<file path="config.mk">
export PLATFORM = sky130hd
export DESIGN_NAME = rtt_statistics_accumulator_flat
export DESIGN_NICKNAME = d
export VERILOG_FILES = /design/src/rtl/rtta_pkg.sv /design/src/rtl/rtta_req_if.sv /design/src/rtl/rtta_rsp_if.sv /design/src/rtl/rtta_in_stage.sv /design/src/rtl/rtta_core.sv /design/src/rtl/rtt_statistics_accumulator.sv /design/src/flat_wrapper.sv
export VERILOG_INCLUDE_DIRS = /design/src /design/src/rtl
export SDC_FILE = /design/constraint.sdc
export NUM_CORES = 2
export LEC_CHECK = 0
export BUFFER_PORTS_ARGS = -buffer_cell sky130_fd_sc_hd__buf_4
export CORE_MARGIN = 2
export CORE_UTILIZATION = 65
export CTS_CLUSTER_DIAMETER = 30
export DETAILED_ROUTE_END_ITERATION = 16
export PLACE_DENSITY = 0.86
export SKIP_LAST_GASP = 1
export SYNTH_ARGS = -nofsm -noshare
export SYNTH_HDL_FRONTEND = slang
export SYNTH_SLANG_ARGS = --single-unit
</file>
<file path="constraint.sdc">
create_clock -name clock -period 11.3 [get_ports clock]
set_input_delay 1.13 -clock clock [delete_from_list [all_inputs] [get_ports clock]]
set_output_delay 1.13 -clock clock [all_outputs]
set_load 0.005 [all_outputs]
</file>
<file path="src/rtl/rtt_statistics_accumulator_defines.svh">
// ----------------------------------------------------------------------------
// RTT statistics accumulator assertion macros
// Shared concurrent assertion wrappers on clock and reset.
// ----------------------------------------------------------------------------
`ifndef RTT_STATISTICS_ACCUMULATOR_DEFINES_SVH
`define RTT_STATISTICS_ACCUMULATOR_DEFINES_SVH

// same-cycle implication
`define RTTA_ASSERT_NOW(label, ante, cons, msg) \
   label: assert property (@(posedge clock) disable iff (reset) (ante) |-> (cons)) \
      else $error(msg);

// next-cycle implication
`define RTTA_ASSERT_NEXT(label, ante, cons, msg) \
   label: assert property (@(posedge clock) disable iff (reset) (ante) |=> (cons)) \
      else $error(msg);

`endif

</file>
<file path="src/rtl/rtta_pkg.sv">
// ----------------------------------------------------------------------------
// RTT statistics accumulator package
// Widths, reset values and register indexes shared by the block.
// ----------------------------------------------------------------------------
package rtta_pkg;

   localparam int RTT_BITS_DEFAULT = 24;
   localparam int CNT_BITS         = 32;
   localparam int SUM_BITS         = 48;
   localparam int SQ_BITS          = 63;
   localparam int CSR_INDEX_BITS   = 2;
   localparam int WAIT_LIMIT_RESET = 2000000;

   typedef enum logic [CSR_INDEX_BITS-1:0] {
      CSR_WAIT_LIMIT       = 2'd0,
      CSR_THRESHOLD_ENABLE = 2'd1,
      CSR_THRESHOLD        = 2'd2
   } csr_index_type;

endpackage

</file>
<file path="src/rtl/rtta_req_if.sv">
// ----------------------------------------------------------------------------
// RTT statistics request channel
// Valid/ready channel carrying one event: probe sent or echo reply.
// ----------------------------------------------------------------------------
interface rtta_req_if #(
   parameter int RTT_BITS = rtta_pkg::RTT_BITS_DEFAULT
);
   logic                valid;
   logic                ready;
   logic                req_type;
   logic [RTT_BITS-1:0] rtt_us;

   modport source (output valid, output req_type, output rtt_us, input ready);
   modport sink   (input valid, input req_type, input rtt_us, output ready);
endinterface

</file>
<file path="src/rtl/rtta_rsp_if.sv">
// ----------------------------------------------------------------------------
// RTT statistics result channel
// Valid/ready channel carrying the statistics after each event.
// ----------------------------------------------------------------------------
interface rtta_rsp_if #(
   parameter int RTT_BITS = rtta_pkg::RTT_BITS_DEFAULT
);
   logic                         valid;
   logic                         ready;
   logic                         accepted;
   logic [rtta_pkg::CNT_BITS-1:0] sent_count;
   logic [rtta_pkg::CNT_BITS-1:0] ok_count;
   logic [RTT_BITS-1:0]          rtt_minimum;
   logic [RTT_BITS-1:0]          rtt_maximum;
   logic [rtta_pkg::SUM_BITS-1:0] rtt_total;
   logic [rtta_pkg::SQ_BITS-1:0]  rtt_square_total;
   logic [rtta_pkg::CNT_BITS-1:0] exceed_count;

   modport source (
      output valid, output accepted, output sent_count, output ok_count,
      output rtt_minimum, output rtt_maximum, output rtt_total,
      output rtt_square_total, output exceed_count, input ready
   );
   modport sink (
      input valid, input accepted, input sent_count, input ok_count,
      input rtt_minimum, input rtt_maximum, input rtt_total,
      input rtt_square_total, input exceed_count, output ready
   );
endinterface

</file>
<file path="src/rtl/rtta_in_stage.sv">
// ----------------------------------------------------------------------------
// RTT statistics input stage
// Registers the request and its saturated square.
// ----------------------------------------------------------------------------
module rtta_in_stage #(
   parameter int RTT_BITS = rtta_pkg::RTT_BITS_DEFAULT
) (
   input  logic                       clock,
   input  logic                       reset,
   rtta_req_if.sink                   req_port,
   input  logic                       advance,
   output logic                       stage_valid,
   output logic                       stage_type,
   output logic [RTT_BITS-1:0]        stage_rtt,
   output logic [rtta_pkg::SQ_BITS-1:0] stage_sq
);
   localparam int SQ_BITS = rtta_pkg::SQ_BITS;

   logic                   valid_ff, valid_in;
   logic                   type_ff;
   logic [RTT_BITS-1:0]    rtt_ff;
   logic [SQ_BITS-1:0]     sq_ff, sq_in;
   logic [2*RTT_BITS-1:0]  product;
   logic [SQ_BITS:0]       product_wide;
   logic                   load;

   assign req_port.ready = advance | ~valid_ff;
   assign load           = req_port.valid & req_port.ready;
   assign valid_in       = req_port.ready ? req_port.valid : valid_ff;

   assign product      = req_port.rtt_us * req_port.rtt_us;
   assign product_wide = (SQ_BITS + 1)'(product);
   assign sq_in        = product_wide[SQ_BITS] ? '1 : product_wide[SQ_BITS-1:0];

   always_ff @(posedge clock) begin
      if (reset) begin
         valid_ff <= 1'b0;
      end else begin
         valid_ff <= valid_in;
      end
   end

   always_ff @(posedge clock) begin
      if (load) begin
         type_ff <= req_port.req_type;
         rtt_ff  <= req_port.rtt_us;
         sq_ff   <= sq_in;
      end
   end

   assign stage_valid = valid_ff;
   assign stage_type  = type_ff;
   assign stage_rtt   = rtt_ff;
   assign stage_sq    = sq_ff;
endmodule

</file>
<file path="src/rtl/rtta_core.sv">
// ----------------------------------------------------------------------------
// RTT statistics core
// Accept check, statistics update and result register.
// ----------------------------------------------------------------------------
`include "rtt_statistics_accumulator_defines.svh"

module rtta_core #(
   parameter int RTT_BITS = rtta_pkg::RTT_BITS_DEFAULT
) (
   input  logic                         clock,
   input  logic                         reset,
   input  logic [RTT_BITS-1:0]          wait_limit,
   input  logic                         threshold_enable,
   input  logic [RTT_BITS-1:0]          threshold,
   input  logic                         stage_valid,
   input  logic                         stage_type,
   input  logic [RTT_BITS-1:0]          stage_rtt,
   input  logic [rtta_pkg::SQ_BITS-1:0] stage_sq,
   output logic                         advance,
   rtta_rsp_if.source                   rsp_port
);
   localparam int CNT_BITS = rtta_pkg::CNT_BITS;
   localparam int SUM_BITS = rtta_pkg::SUM_BITS;
   localparam int SQ_BITS  = rtta_pkg::SQ_BITS;

   logic [CNT_BITS-1:0] sent_ff, sent_in;
   logic [CNT_BITS-1:0] acc_ff, acc_in;
   logic [CNT_BITS-1:0] over_ff, over_in;
   logic [RTT_BITS-1:0] last_ff, last_in;
   logic [RTT_BITS-1:0] min_ff, min_in;
   logic [RTT_BITS-1:0] max_ff, max_in;
   logic [SUM_BITS-1:0] sum_ff, sum_in;
   logic [SQ_BITS-1:0]  sq_ff, sq_in;
   logic                rsp_valid_ff, rsp_valid_in;
   logic                ok_ff;

   logic                fire, first, ok, over;
   logic [RTT_BITS:0]   double_last;
   logic [SUM_BITS:0]   sum_wide;
   logic [SQ_BITS:0]    sq_wide;

   assign advance     = ~rsp_valid_ff | rsp_port.ready;
   assign fire        = stage_valid & advance;
   assign first       = (acc_ff == '0);
   assign double_last = {last_ff, 1'b0};
   assign ok          = stage_type &
                        (first ? (stage_rtt < wait_limit)
                               : ({1'b0, stage_rtt} < double_last));
   assign over        = ~first & threshold_enable & (stage_rtt > threshold);
   assign sum_wide    = {1'b0, sum_ff} + (SUM_BITS + 1)'(stage_rtt);
   assign sq_wide     = {1'b0, sq_ff} + {1'b0, stage_sq};

   always_comb begin
      sent_in = sent_ff;
      acc_in  = acc_ff;
      over_in = over_ff;
      last_in = last_ff;
      min_in  = min_ff;
      max_in  = max_ff;
      sum_in  = sum_ff;
      sq_in   = sq_ff;
      if (!stage_type) begin
         if (sent_ff != '1) begin
            sent_in = sent_ff + CNT_BITS'(1);
         end
      end else if (ok) begin
         if (first) begin
            min_in = stage_rtt;
            max_in = stage_rtt;
         end else begin
            if (stage_rtt > max_ff) begin
               max_in = stage_rtt;
            end
            if (stage_rtt < min_ff) begin
               min_in = stage_rtt;
            end
         end
         if (over && over_ff != '1) begin
            over_in = over_ff + CNT_BITS'(1);
         end
         if (acc_ff != '1) begin
            acc_in = acc_ff + CNT_BITS'(1);
         end
         sum_in  = sum_wide[SUM_BITS] ? '1 : sum_wide[SUM_BITS-1:0];
         sq_in   = sq_wide[SQ_BITS] ? '1 : sq_wide[SQ_BITS-1:0];
         last_in = stage_rtt;
      end
   end

   assign rsp_valid_in = fire | (rsp_valid_ff & ~rsp_port.ready);

   always_ff @(posedge clock) begin
      if (reset) begin
         rsp_valid_ff <= 1'b0;
         sent_ff      <= '0;
         acc_ff       <= '0;
         over_ff      <= '0;
         last_ff      <= '0;
         min_ff       <= '0;
         max_ff       <= '0;
         sum_ff       <= '0;
         sq_ff        <= '0;
      end else begin
         rsp_valid_ff <= rsp_valid_in;
         if (fire) begin
            sent_ff <= sent_in;
            acc_ff  <= acc_in;
            over_ff <= over_in;
            last_ff <= last_in;
            min_ff  <= min_in;
            max_ff  <= max_in;
            sum_ff  <= sum_in;
            sq_ff   <= sq_in;
         end
      end
   end

   always_ff @(posedge clock) begin
      if (fire) begin
         ok_ff <= ok;
      end
   end

   assign rsp_port.valid            = rsp_valid_ff;
   assign rsp_port.accepted         = ok_ff;
   assign rsp_port.sent_count       = sent_ff;
   assign rsp_port.ok_count         = acc_ff;
   assign rsp_port.rtt_minimum      = min_ff;
   assign rsp_port.rtt_maximum      = max_ff;
   assign rsp_port.rtt_total        = sum_ff;
   assign rsp_port.rtt_square_total = sq_ff;
   assign rsp_port.exceed_count     = over_ff;

   `RTTA_ASSERT_NOW(a_min_le_max, acc_ff != '0, min_ff <= max_ff, "minimum above maximum")
   `RTTA_ASSERT_NEXT(a_acc_sticky, acc_ff != '0, acc_ff != '0, "accepted count returned to zero")
   `RTTA_ASSERT_NEXT(a_probe_keeps_acc, fire && !stage_type, acc_ff == $past(acc_ff), "probe changed accepted count")
   `RTTA_ASSERT_NOW(a_ok_has_count, rsp_valid_ff && ok_ff, acc_ff != '0, "accepted result with zero count")
endmodule

</file>
<file path="src/rtl/rtt_statistics_accumulator.sv">
// ----------------------------------------------------------------------------
// RTT statistics accumulator
// Tracks probe count and min, max, sum and sum of squares of accepted RTTs.
// ----------------------------------------------------------------------------
// Path: input register, update logic, result register, then rsp_port.
// Throughput: one request per cycle while the result is not stalled.
// A stalled result holds the pipeline; a new request still enters an empty stage.
// Reset (synchronous) clears all counters and statistics and restores registers
// to their defaults.
module rtt_statistics_accumulator #(
   parameter int RTT_BITS = rtta_pkg::RTT_BITS_DEFAULT
) (
   input  logic                                clock,
   input  logic                                reset,
   rtta_req_if.sink                            req_port,
   rtta_rsp_if.source                          rsp_port,
   input  logic                                csr_write,
   input  logic [rtta_pkg::CSR_INDEX_BITS-1:0] csr_index,
   input  logic [RTT_BITS-1:0]                 csr_data
);
   logic [RTT_BITS-1:0]          wait_limit_ff;
   logic                         threshold_enable_ff;
   logic [RTT_BITS-1:0]          threshold_ff;
   logic                         advance;
   logic                         stage_valid;
   logic                         stage_type;
   logic [RTT_BITS-1:0]          stage_rtt;
   logic [rtta_pkg::SQ_BITS-1:0] stage_sq;

   always_ff @(posedge clock) begin
      if (reset) begin
         wait_limit_ff       <= RTT_BITS'(rtta_pkg::WAIT_LIMIT_RESET);
         threshold_enable_ff <= 1'b0;
         threshold_ff        <= '0;
      end else if (csr_write) begin
         case (csr_index)
            rtta_pkg::CSR_WAIT_LIMIT:       wait_limit_ff       <= csr_data;
            rtta_pkg::CSR_THRESHOLD_ENABLE: threshold_enable_ff <= csr_data[0];
            rtta_pkg::CSR_THRESHOLD:        threshold_ff        <= csr_data;
            default: ;
         endcase
      end
   end

   rtta_in_stage #(.RTT_BITS(RTT_BITS)) u_in_stage (
      .clock       (clock),
      .reset       (reset),
      .req_port    (req_port),
      .advance     (advance),
      .stage_valid (stage_valid),
      .stage_type  (stage_type),
      .stage_rtt   (stage_rtt),
      .stage_sq    (stage_sq)
   );

   rtta_core #(.RTT_BITS(RTT_BITS)) u_core (
      .clock            (clock),
      .reset            (reset),
      .wait_limit       (wait_limit_ff),
      .threshold_enable (threshold_enable_ff),
      .threshold        (threshold_ff),
      .stage_valid      (stage_valid),
      .stage_type       (stage_type),
      .stage_rtt        (stage_rtt),
      .stage_sq         (stage_sq),
      .advance          (advance),
      .rsp_port         (rsp_port)
   );
endmodule

</file>
<file path="src/flat_wrapper.sv">
// flat-port wrapper written by rule: the top's interface ports become plain ports
module rtt_statistics_accumulator_flat 
#(
   parameter int RTT_BITS = rtta_pkg::RTT_BITS_DEFAULT
)
  (clock, reset, csr_write, csr_index, csr_data, req_port_valid, req_port_req_type, req_port_rtt_us, req_port_ready, rsp_port_valid, rsp_port_accepted, rsp_port_sent_count, rsp_port_ok_count, rsp_port_rtt_minimum, rsp_port_rtt_maximum, rsp_port_rtt_total, rsp_port_rtt_square_total, rsp_port_exceed_count, rsp_port_ready);
  rtta_req_if #(.RTT_BITS(RTT_BITS)) req_port_i ();
  rtta_rsp_if #(.RTT_BITS(RTT_BITS)) rsp_port_i ();
  input  logic clock;
  input  logic reset;
  input  logic csr_write;
  input  logic [rtta_pkg::CSR_INDEX_BITS-1:0] csr_index;
  input  logic [RTT_BITS-1:0] csr_data;
  input wire logic [$bits(req_port_i.valid)-1:0] req_port_valid;
  input wire logic [$bits(req_port_i.req_type)-1:0] req_port_req_type;
  input wire logic [$bits(req_port_i.rtt_us)-1:0] req_port_rtt_us;
  output wire logic [$bits(req_port_i.ready)-1:0] req_port_ready;
  output wire logic [$bits(rsp_port_i.valid)-1:0] rsp_port_valid;
  output wire logic [$bits(rsp_port_i.accepted)-1:0] rsp_port_accepted;
  output wire logic [$bits(rsp_port_i.sent_count)-1:0] rsp_port_sent_count;
  output wire logic [$bits(rsp_port_i.ok_count)-1:0] rsp_port_ok_count;
  output wire logic [$bits(rsp_port_i.rtt_minimum)-1:0] rsp_port_rtt_minimum;
  output wire logic [$bits(rsp_port_i.rtt_maximum)-1:0] rsp_port_rtt_maximum;
  output wire logic [$bits(rsp_port_i.rtt_total)-1:0] rsp_port_rtt_total;
  output wire logic [$bits(rsp_port_i.rtt_square_total)-1:0] rsp_port_rtt_square_total;
  output wire logic [$bits(rsp_port_i.exceed_count)-1:0] rsp_port_exceed_count;
  input wire logic [$bits(rsp_port_i.ready)-1:0] rsp_port_ready;
  assign req_port_i.valid = req_port_valid;
  assign req_port_i.req_type = req_port_req_type;
  assign req_port_i.rtt_us = req_port_rtt_us;
  assign req_port_ready = req_port_i.ready;
  assign rsp_port_valid = rsp_port_i.valid;
  assign rsp_port_accepted = rsp_port_i.accepted;
  assign rsp_port_sent_count = rsp_port_i.sent_count;
  assign rsp_port_ok_count = rsp_port_i.ok_count;
  assign rsp_port_rtt_minimum = rsp_port_i.rtt_minimum;
  assign rsp_port_rtt_maximum = rsp_port_i.rtt_maximum;
  assign rsp_port_rtt_total = rsp_port_i.rtt_total;
  assign rsp_port_rtt_square_total = rsp_port_i.rtt_square_total;
  assign rsp_port_exceed_count = rsp_port_i.exceed_count;
  assign rsp_port_i.ready = rsp_port_ready;
  rtt_statistics_accumulator #(.RTT_BITS(RTT_BITS)) u_core (.clock(clock), .reset(reset), .req_port(req_port_i), .rsp_port(rsp_port_i), .csr_write(csr_write), .csr_index(csr_index), .csr_data(csr_data));
endmodule
</file>
==> metrics.cfg <==
[sta]
period_share = 0.707
hold-worst-slack_ps = 453
fin_skew_ps = 32.7
hold_viol = 0
slew_violations = 0
period_minus_slack_ps = 7990
fin_tns_setup_ps = 0
tightestPinTransition_ps = 1230
setup_viol = 0
slew_headroom = 0.180
rsz0062_at_grt = no
max_freq_mhz = 125

[logic_synthesis]
avgSynthCellArea_um2 = 8.93
ys_warn_count = 0
ys.flop_type = dfxtp_1
async_reset_ff_frac = 0
synth.distinct_cells = 83
ys_ff_latch = 402
synth_edf_count = 72
synthCells = 4267
netlist_area_um2 = 38100
syn-num-nets = 5122
ys_seq_area_frac = 0.230

[route]
via_count = 31500
dr.pass1.iters = 5
wl_per_cell_um = 19.1
detail-route-antenna-nets = 0
totalWireLength_um = 103000
viasPerCell = 5.87
drc = 0
drt_iter0_markers = 2064

[cts]
ctsHoldBuffers = 0
cts_buffer_depth = 3
cts_resized = 0
cts_setup_buffers = 0
clk_pin_slew_ps = 50
cts_tree = built
htreeDepth = 3
cts_buffers = 93
cts-root-buf = clkbuf_16
clkLatencyLatePin_ps = 640
cts.sinks = 402

[floorplanning]
die_w_um = 246
num_rows = 88
initial_core_util = 0.659
core_um2 = 57800
fp.dieArea_um2 = 60600
pin_count = 314
fp.dieH_um = 246

[outcome]
outcome = complete, no violations

[global_routing]
grt_pass1_wl_um = 164000
overflow = 0
antenna_found_initial = 1
grt_max_degree = 156
grt_pass1_vias = 32500
grt_use_total = 0.340

[setup_path]
critical_path_class = in2reg
worst_path_max_delay_cell = fa_1
cpMostUsedCell = fa_1
critical_path.startpoint_type = primary input
slowest_delay_ps = 580
reg2reg_depth = 10
reg2reg_to = u_core.u_core.rsp_port.rtt_square_total[49]
critPathArrivalTime_ps = 8360
r2r_slack_ps = 6190
end_kind = register
crit_fanout = 26
reg2reg_from = u_core.u_in_stage.stage_rtt[10]
crit_required_ps = 11670

[worst_hold_path]
hold-path-endpoint = u_core.wait_limit_ff[4]
min_path_cells = 2
hold_path.class = reg2reg
min-delay-start = u_core.wait_limit_ff[4]

[place]
dp_hpwl_um = 73700
portBuffers = 313
place.detailed.instances = 5196
placed_area_um2 = 40900
globalplace.congestion = 0.922

[cells_and_area]
final_common_cell = inv_1
final_cell_area_um2 = 44300
instances_no_fill = 5372
layout_common_cells = 755 x inv_1, 433 x fa_1, 380 x nand2_1
area_growth_pct = 16.3
num-nets-final = 5381
drive_gt1_frac = 0.110

[run]
maxCapViolCount = 0

-- how the worst max path moves through the flow --
stage | startpoint | to | cells after the start
CTS | req_port_rtt_us[10] | u_core.u_in_stage.stage_sq[41] | 25
detailed placement | req_port_rtt_us[10] | u_core.u_in_stage.stage_sq[41] | 25
floorplan | req_port_rtt_us[10] | u_core.u_in_stage.stage_sq[41] | 26
global route | req_port_rtt_us[3] | u_core.u_in_stage.stage_sq[41] | 25
finish | req_port_rtt_us[5] | u_core.u_in_stage.stage_sq[41] | 25
global placement | req_port_rtt_us[5] | u_core.u_in_stage.stage_sq[41] | 25
-- cell type report --
class,instances,area (um2)
tap,765,957
multi-input combinational,2949,25900
clock buffer,109,2480
antenna,1,2.50
sequential,402,8770
inverter,755,2830
timing repair buffer,325,2450
fill,3835,13500
clock inverter,66,952
-- Yosys cell counts, types with 23 or more instances --
library cell,count,area [um2]
a211oi_1,74,556
a21o_1,84,631
a21oi_1,218,1090
a311oi_1,23,201
and2_1,141,882
and3_1,31,194
buf_2,29,145
clkbuf_1,123,462
dfxtp_1,330,6610
edfxtp_1,72,2160
fa_1,433,8670
ha_1,366,4580
inv_1,755,2830
mux2i_1,74,741
nand2_1,380,1430
nand3_1,75,375
nand4_1,57,357
nor2_1,354,1330
nor2b_1,34,213
nor3_1,36,180
o21a_1,25,188
o21ai_0,90,450
xnor2_1,112,981
xor2_1,92,806
-- logic make-up after synthesis --
| family | synth area share |
|---|---|
| XOR/XNOR | 0.0469 |
| adder cells (fa/ha/maj) | 0.348 |
| flip-flops | 0.230 |
| buffers and inverters | 0.0917 |
| multiplexers | 0.0197 |
| AO/OA/AOI/OAI | 0.113 |
| AND/OR/NAND/NOR | 0.151 |
-- metal layers --
metal | GRT usage | vias up | part of all wire
met1 | 0.413 | 15300 | 0.37
met2 | 0.574 | 1366 | 0.49
met4 | 0.193 | 0 | 0.061
met5 | 0 | - | 0
li1 | - | 14500 | -
met3 | 0.0569 | 381 | 0.077
-- critical path, delay by kind of cell --
family	cells	cell delay, ps
adders and majority gates	8	3810
buffers and inverters	6	610
AOI/OAI and AO/OA	8	2240
and+or+nand+nor	2	400
xor gates and xnor gates	1	150
-- through the flow --
| stage | utilization | worst slack, ps |
|---|---|---|
| 6_report | 0.767 | 3310 |
| 5_1_grt | 0.767 | 2970 |
| 4_1_cts | 0.767 | 3420 |
| 3_5_place_dp | 0.707 | 2840 |
| 3_3_place_gp | 0.707 | 2930 |
| 2_1_floorplan | - | 3290 |
-- sequential cells by signal, summed over array words and instances (netlist names), 32 cells and up --
signal                                   count
u_core.u_core.rsp_port.rtt_square_total     63
u_core.u_in_stage.stage_sq                  46
u_core.u_core.rsp_port.sent_count           32
u_core.u_core.rsp_port.exceed_count         32
u_core.u_core.rsp_port.ok_count             32
u_core.u_core.rsp_port.rtt_total            48
Power is not shown: default switching activity piles up to over one toggle a cycle in this logic, so the estimate is an artifact.
